`src/bla_pkg.sv`:
```
// Shared types and codes for the buddy leaf context allocator.
// Used by the controller, the datapath and the top level; no dependencies.
`timescale 1ns / 1ps
`default_nettype none

package bla_pkg;

  localparam int NUM_LEAVES   = 8;
  localparam int NUM_CONTEXTS = 8;

  localparam logic       CMD_ALLOCATE = 1'b0;
  localparam logic       CMD_RELEASE  = 1'b1;

  localparam logic       KIND_DISPATCH = 1'b0;
  localparam logic       KIND_ACK      = 1'b1;

  localparam logic [1:0] STATUS_OK       = 2'd0;
  localparam logic [1:0] STATUS_STALE    = 2'd1;
  localparam logic [1:0] STATUS_NO_ROOM  = 2'd2;
  localparam logic [1:0] STATUS_EMPTY    = 2'd3;

  localparam logic [1:0] LEVEL_LEAF = 2'd0;
  localparam logic [1:0] LEVEL_PAIR = 2'd1;
  localparam logic [1:0] LEVEL_QUAD = 2'd2;
  localparam logic [1:0] LEVEL_ROOT = 2'd3;

  typedef struct packed {
    logic        command;
    logic [31:0] row;
    logic [31:0] extra;
    logic [7:0]  src_select;
    logic [2:0]  context_req;
    logic [7:0]  generation;
  } in_word_t;

  typedef struct packed {
    logic        result_kind;
    logic [1:0]  status;
    logic [2:0]  context_out;
    logic [7:0]  generation_out;
    logic [7:0]  granted_leaves;
    logic [1:0]  level;
    logic [2:0]  node_index;
    logic        below_root;
    logic [23:0] source_to_leaf_map;
    logic [7:0]  freed_leaves;
    logic [31:0] row_out;
    logic [31:0] extra_out;
  } out_word_t;

  // Controller to datapath commands.
  typedef struct packed {
    logic load;   // capture the input word
    logic exec;   // evaluate, update state, register the result word
  } dp_cmd_t;

endpackage

`default_nettype wire

```
`src/bla_ctrl.sv`:
```
// Handshake controller for the buddy leaf context allocator.
// Sequences capture, execute and result delivery; depends on bla_pkg.
`timescale 1ns / 1ps
`default_nettype none

module bla_ctrl (
  input  wire logic             clk,
  input  wire logic             rst_n,
  input  wire logic             in_valid,
  output logic                  in_ready,
  output logic                  out_valid,
  input  wire logic             out_ready,
  output bla_pkg::dp_cmd_t      cmd
);
  import bla_pkg::*;

  typedef enum logic [1:0] {
    ST_IDLE,
    ST_EXEC,
    ST_OUT
  } state_t;

  state_t state_r, state_nxt;
  logic   in_ready_r, in_ready_nxt;
  logic   out_valid_r, out_valid_nxt;

  assign in_ready  = in_ready_r;
  assign out_valid = out_valid_r;
  assign cmd.load  = in_valid && in_ready_r;
  assign cmd.exec  = (state_r == ST_EXEC);

  always_comb begin
    state_nxt     = state_r;
    in_ready_nxt  = in_ready_r;
    out_valid_nxt = out_valid_r;
    case (state_r)
      ST_IDLE: begin
        if (in_valid) begin
          state_nxt    = ST_EXEC;
          in_ready_nxt = 1'b0;
        end
      end
      ST_EXEC: begin
        state_nxt     = ST_OUT;
        out_valid_nxt = 1'b1;
      end
      ST_OUT: begin
        // hold the result word until it is taken
        if (out_ready) begin
          state_nxt     = ST_IDLE;
          out_valid_nxt = 1'b0;
          in_ready_nxt  = 1'b1;
        end
      end
      default: begin
        state_nxt     = ST_IDLE;
        out_valid_nxt = 1'b0;
        in_ready_nxt  = 1'b1;
      end
    endcase
  end

  always_ff @(posedge clk) begin
    if (!rst_n) begin
      state_r     <= ST_IDLE;
      in_ready_r  <= 1'b1;
      out_valid_r <= 1'b0;
    end else begin
      state_r     <= state_nxt;
      in_ready_r  <= in_ready_nxt;
      out_valid_r <= out_valid_nxt;
    end
  end

  a_no_overlap: assert property (@(posedge clk) disable iff (!rst_n)
    !(in_ready_r && out_valid_r))
    else $error("input and result sides open at once");

  a_load_then_exec: assert property (@(posedge clk) disable iff (!rst_n)
    cmd.load |=> cmd.exec)
    else $error("accepted word not executed next cycle");

  a_exec_then_valid: assert property (@(posedge clk) disable iff (!rst_n)
    cmd.exec |=> out_valid_r)
    else $error("executed word not presented");

endmodule

`default_nettype wire

```
`src/bla_datapath.sv`:
```
// Datapath of the buddy leaf context allocator: context table, leaf
// free map, block search, leaf map and result register; depends on bla_pkg.
`timescale 1ns / 1ps
`default_nettype none

module bla_datapath (
  input  wire logic              clk,
  input  wire logic              rst_n,
  input  wire bla_pkg::dp_cmd_t  cmd,
  input  wire bla_pkg::in_word_t in_data,
  output bla_pkg::out_word_t     out_data
);
  import bla_pkg::*;

  in_word_t    in_r;
  out_word_t   out_r, out_nxt;

  logic [NUM_CONTEXTS-1:0] busy_r, busy_nxt;
  logic [NUM_LEAVES-1:0]   free_r, free_nxt;
  logic [7:0]              gen_cnt_r;
  logic [31:0]             ctx_row_r    [NUM_CONTEXTS];
  logic [7:0]              ctx_gen_r    [NUM_CONTEXTS];
  logic [7:0]              ctx_leaves_r [NUM_CONTEXTS];

  logic                    is_release;
  logic [3:0]              pop_cnt;
  logic [1:0]              lvl;
  logic [7:0]              ones;
  logic [2:0]              align;
  logic                    have_ctx;
  logic [2:0]              free_ctx;
  logic                    have_blk;
  logic [2:0]              blk_base;
  logic [7:0]              blk_mask;
  logic [7:0]              cand;
  logic [3:0]              rank;
  logic [23:0]             leaf_map;
  logic                    rel_ok;
  logic                    grant;
  logic [7:0]              gen_inc;
  logic [7:0]              rel_bit;
  logic [7:0]              ctx_bit;

  assign is_release = (in_r.command == CMD_RELEASE);
  assign gen_inc    = gen_cnt_r + 8'd1;
  assign rel_bit    = 8'd1 << in_r.context_req;
  assign ctx_bit    = 8'd1 << free_ctx;

  always_comb begin
    pop_cnt = 4'd0;
    for (int i = 0; i < NUM_LEAVES; i++) begin
      pop_cnt = pop_cnt + {3'd0, in_r.src_select[i]};
    end
  end

  // round the source count up to a power-of-two block width
  always_comb begin
    if (pop_cnt <= 4'd1)      lvl = LEVEL_LEAF;
    else if (pop_cnt <= 4'd2) lvl = LEVEL_PAIR;
    else if (pop_cnt <= 4'd4) lvl = LEVEL_QUAD;
    else                      lvl = LEVEL_ROOT;
  end

  always_comb begin
    case (lvl)
      LEVEL_LEAF: begin ones = 8'h01; align = 3'd0; end
      LEVEL_PAIR: begin ones = 8'h03; align = 3'd1; end
      LEVEL_QUAD: begin ones = 8'h0f; align = 3'd3; end
      LEVEL_ROOT: begin ones = 8'hff; align = 3'd7; end
      default:    begin ones = 8'h01; align = 3'd0; end
    endcase
  end

  // lowest free context: scan downward so the lowest hit wins
  always_comb begin
    have_ctx = 1'b0;
    free_ctx = 3'd0;
    for (int i = NUM_CONTEXTS - 1; i >= 0; i--) begin
      if (!busy_r[i]) begin
        have_ctx = 1'b1;
        free_ctx = 3'(i);
      end
    end
  end

  // lowest aligned block whose leaves are all free
  always_comb begin
    have_blk = 1'b0;
    blk_base = 3'd0;
    blk_mask = 8'd0;
    cand     = 8'd0;
    for (int b = NUM_LEAVES - 1; b >= 0; b--) begin
      cand = ones << b;
      if (((3'(b) & align) == 3'd0) && ((free_r & cand) == cand)) begin
        have_blk = 1'b1;
        blk_base = 3'(b);
        blk_mask = cand;
      end
    end
  end

  // each source maps to base plus the count of set sources below it
  always_comb begin
    rank     = 4'd0;
    leaf_map = 24'd0;
    for (int s = 0; s < NUM_LEAVES; s++) begin
      leaf_map[3*s +: 3] = blk_base + rank[2:0];
      rank = rank + {3'd0, in_r.src_select[s]};
    end
  end

  assign rel_ok = busy_r[in_r.context_req]
               && (ctx_gen_r[in_r.context_req] == in_r.generation)
               && (ctx_row_r[in_r.context_req] == in_r.row);

  assign grant = !is_release && (in_r.src_select != 8'd0) && have_ctx && have_blk;

  always_comb begin
    out_nxt         = '0;
    out_nxt.row_out = in_r.row;
    busy_nxt        = busy_r;
    free_nxt        = free_r;
    if (is_release) begin
      out_nxt.result_kind    = KIND_ACK;
      out_nxt.context_out    = in_r.context_req;
      out_nxt.generation_out = in_r.generation;
      if (rel_ok) begin
        out_nxt.status       = STATUS_OK;
        out_nxt.freed_leaves = ctx_leaves_r[in_r.context_req];
        free_nxt             = free_r | ctx_leaves_r[in_r.context_req];
        busy_nxt             = busy_r & ~rel_bit;
      end else begin
        out_nxt.status = STATUS_STALE;
      end
    end else begin
      out_nxt.result_kind = KIND_DISPATCH;
      out_nxt.extra_out   = in_r.extra;
      if (in_r.src_select == 8'd0) begin
        out_nxt.status = STATUS_EMPTY;
      end else if (!grant) begin
        out_nxt.status = STATUS_NO_ROOM;
      end else begin
        out_nxt.status             = STATUS_OK;
        out_nxt.context_out        = free_ctx;
        out_nxt.generation_out     = gen_inc;
        out_nxt.granted_leaves     = blk_mask;
        out_nxt.level              = lvl;
        out_nxt.node_index         = blk_base >> lvl;
        out_nxt.below_root         = (lvl != LEVEL_ROOT);
        out_nxt.source_to_leaf_map = leaf_map;
        busy_nxt                   = busy_r | ctx_bit;
        free_nxt                   = free_r & ~blk_mask;
      end
    end
  end

  always_ff @(posedge clk) begin
    if (!rst_n) begin
      busy_r    <= '0;
      free_r    <= '1;
      gen_cnt_r <= 8'd0;
    end else if (cmd.exec) begin
      busy_r <= busy_nxt;
      free_r <= free_nxt;
      if (grant) begin
        gen_cnt_r <= gen_inc;
      end
    end
  end

  // payload: entries are only read while their context is busy
  always_ff @(posedge clk) begin
    if (cmd.load) begin
      in_r <= in_data;
    end
    if (cmd.exec) begin
      out_r <= out_nxt;
      if (grant) begin
        ctx_row_r[free_ctx]    <= in_r.row;
        ctx_gen_r[free_ctx]    <= gen_inc;
        ctx_leaves_r[free_ctx] <= blk_mask;
      end
    end
  end

  assign out_data = out_r;

  a_grant_size: assert property (@(posedge clk) disable iff (!rst_n)
    (cmd.exec && grant) |=> ($countones(out_r.granted_leaves) == (32'd1 << out_r.level)))
    else $error("granted block width does not match level");

  a_grant_takes_leaves: assert property (@(posedge clk) disable iff (!rst_n)
    (cmd.exec && grant) |=> ((free_r & $past(blk_mask)) == 8'd0))
    else $error("granted leaves still marked free");

  a_release_frees_ctx: assert property (@(posedge clk) disable iff (!rst_n)
    (cmd.exec && is_release && rel_ok) |=> ((busy_r & $past(rel_bit)) == 8'd0))
    else $error("released context still busy");

endmodule

`default_nettype wire

```
`src/buddy_leaf_context_allocator_core.sv`:
```
// Top level of the buddy leaf context allocator.
// Joins bla_ctrl and bla_datapath; depends on bla_pkg.
//
//   channel  direction  handshake            word
//   in_      input      in_valid/in_ready    bla_pkg::in_word_t
//   out_     output     out_valid/out_ready  bla_pkg::out_word_t
//
// A word is captured at its accepting edge and executed on the next edge,
// which registers the result. A new word is taken the cycle after its
// result leaves, so the block never holds more than one word at a time.
// Reset (rst_n low, synchronous) frees all leaves and contexts at once.
// A stalled result holds the block; input stays closed until it is taken.
`timescale 1ns / 1ps
`default_nettype none

module buddy_leaf_context_allocator_core (
  input  wire logic               clk,
  input  wire logic               rst_n,
  input  wire logic               in_valid,
  output logic                    in_ready,
  input  wire bla_pkg::in_word_t  in_data,
  output logic                    out_valid,
  input  wire logic               out_ready,
  output bla_pkg::out_word_t      out_data
);
  import bla_pkg::*;

  dp_cmd_t cmd;

  bla_ctrl u_ctrl (
    .clk       (clk),
    .rst_n     (rst_n),
    .in_valid  (in_valid),
    .in_ready  (in_ready),
    .out_valid (out_valid),
    .out_ready (out_ready),
    .cmd       (cmd)
  );

  bla_datapath u_datapath (
    .clk      (clk),
    .rst_n    (rst_n),
    .cmd      (cmd),
    .in_data  (in_data),
    .out_data (out_data)
  );

endmodule

`default_nettype wire

```
`config.mk`:
```
export PLATFORM = sky130hd
export DESIGN_NAME = buddy_leaf_context_allocator_core
export DESIGN_NICKNAME = d
export VERILOG_FILES = /design/src/bla_pkg.sv /design/src/bla_ctrl.sv /design/src/bla_datapath.sv /design/src/buddy_leaf_context_allocator_core.sv
export SDC_FILE = /design/constraint.sdc
export NUM_CORES = 1
export LEC_CHECK = 0
export BUFFER_PORTS_ARGS = -buffer_cell sky130_fd_sc_hd__buf_2
export CORE_MARGIN = 1
export CORE_UTILIZATION = 40
export DETAILED_ROUTE_END_ITERATION = 8
export GPL_TIMING_DRIVEN = 0
export SETUP_SLACK_MARGIN = 0.4
export SLEW_MARGIN = 20
export SYNTH_ARGS = -nofsm -noshare
export SYNTH_HDL_FRONTEND = slang
export SYNTH_SLANG_ARGS = --single-unit
```
`constraint.sdc`:
```
create_clock -name clk -period 31.4 [get_ports clk]
set_input_delay 1.57 -clock clk [delete_from_list [all_inputs] [get_ports clk]]
set_output_delay 1.57 -clock clk [all_outputs]
set_load 0.02 [all_outputs]
```
==> qor.txt <==
DP Cell Count -> 2448
Syn Inst Count -> 1344
worst-margin pin slew -> 1.13 ns
Pint -> 1.58 mW
Compound-Gate Fraction of Synth Area -> 3.29%
share of layout cells above drive strength 1 -> 30.2%
Final Hold Vio Count -> 0
die area -> 0.0633 mm2
final setup vio count -> 0
number of H-tree levels -> 3
startpoint types -> flip-flop
drt total wl -> 58000 um
Critical Path RT -> 31.70 ns
post-synth cell types -> 88
post-synthesis area per instance -> 18.5 um2
design area -> 0.0298 mm2
Clk network pwr share -> 35.5%
Worst Skew -> 0.0178 ns
# port buffers -> 212
cts hold-fix bufs -> 0
commonest non-fill, non-tap cells in the layout -> edfxtp_1, buf_2, mux4_2
CP Data Arrival Time -> 7.50 ns
clk root buf -> clkbuf_16
Ports -> 214
DP HPWL -> 40300 um
Sink Count -> 623
Gate power share -> 18.1%
Congestion Overflow GR -> 0
first-pass GRT wire length -> 86500 um
Yosys warnings -> 0
clock-pin transition on the worst setup and hold timing paths -> 0.06 ns
row cnt -> 91
Pleak -> 10.5 nW
status -> finished, final reports clean
post-synthesis xor/xnor area fraction -> 2.59%
Final nets -> 1798
Post-Synth Adder-Cell Area -> 1.87%
1st-iter DRT viols -> 1083
largest net degree at the start of global routing -> 51
CP endpoint kind -> flip-flop
Crit Path Category -> reg2reg
worst rel slew slack -> 24.0%
gr usage total -> 18.5%
largest family of logic cells by synthesized area -> multiplexers
post-cts sizing count -> 0
Net Sw Frac -> 27.5%
Post-synth EDFFs -> 592
Tightest Hold Check Type -> reg2reg
number of buffers created by CTS -> 67
Tcrit/Tclk final -> 22.9%
Synth Flop Type -> edfxtp_1
vias in the first global route -> 13700
worst skew pair latency -> 0.61 ns
crit path time final -> 7.19 ns
CTS tree -> yes
RSZ-0062 raised after global routing -> false
Avg WL per Cell -> 22.6 um
Seq cells post-synth -> 623
CORE AREA -> 0.0616 mm2
Final GP Congestion -> 0.865
Post-synth ARST share -> 0%
peak supply drop -> 0.0475 mV
DR vias/cell -> 5.24
syn_nets -> 1462
commonest non-fill, non-tap cell in the layout -> edfxtp_1
Vias -> 13400
post-route antenna net violation count -> 0
placed cell area -> 0.0277 mm2
initial antenna violation count -> 3
TNS Setup -> 0 ns
post-CTS setup buffer count -> 0
Sequential Power Share -> 46.4%
drt first pass iters -> 5
Layout Cells excl Fill -> 2568
Sw Pwr -> 598 uW
sequential cell area fraction in the yosys report -> 73.9%
multiplexer share of the synthesized area -> 10.9%
Synth Area in Simple Gates -> 5.94%
Max Cap Violations -> 0
post-synthesis cell area -> 0.0249 mm2
Max Fclk -> 139 MHz
die height -> 252 um
clock buffer depth -> 3
Power Density -> 73.1 mW/mm2
R2R Setup Slk -> 24.21 ns
crit-path max FO -> 10
P&R area growth vs syn -> 19.7%
Slew Limit Fails -> 0
die width -> 252 um
DRC viols -> 0
ant diodes -> 0
FILL cells -> 5146
Starting Density -> 40.4%
cell families after synthesis:
| logic type | Yosys count |
|---|---|
| adder cells (fa/ha/maj) | 33 |
| multiplexers | 156 |
| XOR/XNOR | 65 |
| AND/OR/NAND/NOR | 271 |
| buffers and inverters | 87 |
| AO/OA/AOI/OAI | 109 |
| flip-flops | 623 |
per-stage QoR:
stage / power (mW) / setup slack (ns) / utilization [%] / hold slack (ns)
after global routing: 2.26 / 23.79 / 48.4 / 0.507
final: 2.18 / 24.21 / 48.4 / 0.481
after CTS: 2.20 / 24.16 / 48.4 / 0.478
after global placement: 1.41 / 15.04 / 43.9 / 0.462
after detailed placement: 1.42 / 24.14 / 44.9 / 0.468
after floorplan: 1.30 / 21.34 / - / 0.444
worst max-delay path: stages, from the launching register on:
cell and delay [ns]:
edfxtp_1 0.46, fa_1 0.59, ha_1 0.17, inv_1 0.06
fa_1 0.56, inv_1 0.08, ha_1 0.33, ha_1 0.35
ha_1 0.36, ha_1 0.21, xor2_1 0.39, xnor2_4 0.23
a21oi_2 0.20, maj3_2 0.37, a211o_1 0.35, a311oi_2 0.51
buf_4 0.28, nand2_1 0.16, nor3_2 0.63, buf_6 0.25
buf_4 0.18, buf_6 0.16
worst paths after layout:
check	from	end	cells after the start
max	u_datapath.in_r[11]$_DFFE_PP_	u_datapath.ctx_row_r[1][28]$_DFFE_PP_	21
min	u_ctrl.state_r[1]$_SDFFE_PN0P_	u_ctrl.state_r[0]$_SDFFE_PN0P_	1
max reg2reg	u_datapath.in_r[11]$_DFFE_PP_	u_datapath.ctx_row_r[1][28]$_DFFE_PP_	21
min reg2reg	u_ctrl.state_r[1]$_SDFFE_PN0P_	u_ctrl.state_r[0]$_SDFFE_PN0P_	1
cells in the mapped netlist, drive strengths merged (5+ instances only):
cell,n,area [um2]
nor2,48,180
a22o,9,78.8
nor2b,46,288
or3,7,43.8
mux2,18,203
a21oi,15,78.8
o211ai,6,50.1
xor2,37,332
edfxtp,592,17800
nand3,21,105
dfxtp,31,621
nor3,15,85.1
a2bb2oi,6,52.6
a21boi,5,37.5
nand2,56,210
mux4,91,2050
buf,30,163
mux2i,47,470
a31oi,8,56.3
and3,7,43.8
nand2b,9,56.3
ha,22,275
fa,8,160
inv,31,116
nand4,17,106
clkbuf,26,98.8
and2,21,131
xnor2,25,245
o21ai,17,85.1
power by group through the flow:
stage	sequential [mW]	clock [mW]	combinational, mW
after floorplan	1.04	0	0.256
after global placement	1.03	0	0.380
after detailed placement	1.03	0	0.394
after CTS	1.01	0.793	0.395
after global routing	1.01	0.823	0.426
final	1.01	0.774	0.393
state kept, by name, summed over array words and instances (netlist names), named ones only:
signal / cells
u_ctrl.in_ready: 1
u_ctrl.out_valid: 1
u_ctrl.state_r: 2
u_datapath.busy_r: 8
u_datapath.ctx_gen_r: 64
u_datapath.ctx_leaves_r: 64
u_datapath.ctx_row_r: 256
u_datapath.free_r: 8
u_datapath.gen_cnt_r: 8
u_datapath.in_r: 83
u_datapath.is_release: 1
u_datapath.out_data: 124
per-layer routing:
layer / GRT usage [%] / routed length, um / vias up
met5: 0 / 21 / -
met4: 6.18 / 1220 / 4
met3: 3.43 / 3310 / 85
met2: 29.8 / 28300 / 399
met1: 25.4 / 25200 / 6949
li1: - / - / 6009
cell type report:
type                            instances  area (um2)  area share [%]
Clock buffer                           81        1760            5.91
Inverter                               31         121           0.407
Tap cell                              837        1050            3.51
Sequential cell                       623       18400            61.7
Multi-Input combinational cell        634        6180            20.7
Clock inverter                         39         374            1.25
Buffer                                 56         265           0.890
Timing Repair Buffer                  267        1670            5.59
No activity file was read; power rests on OpenSTA's default activity.
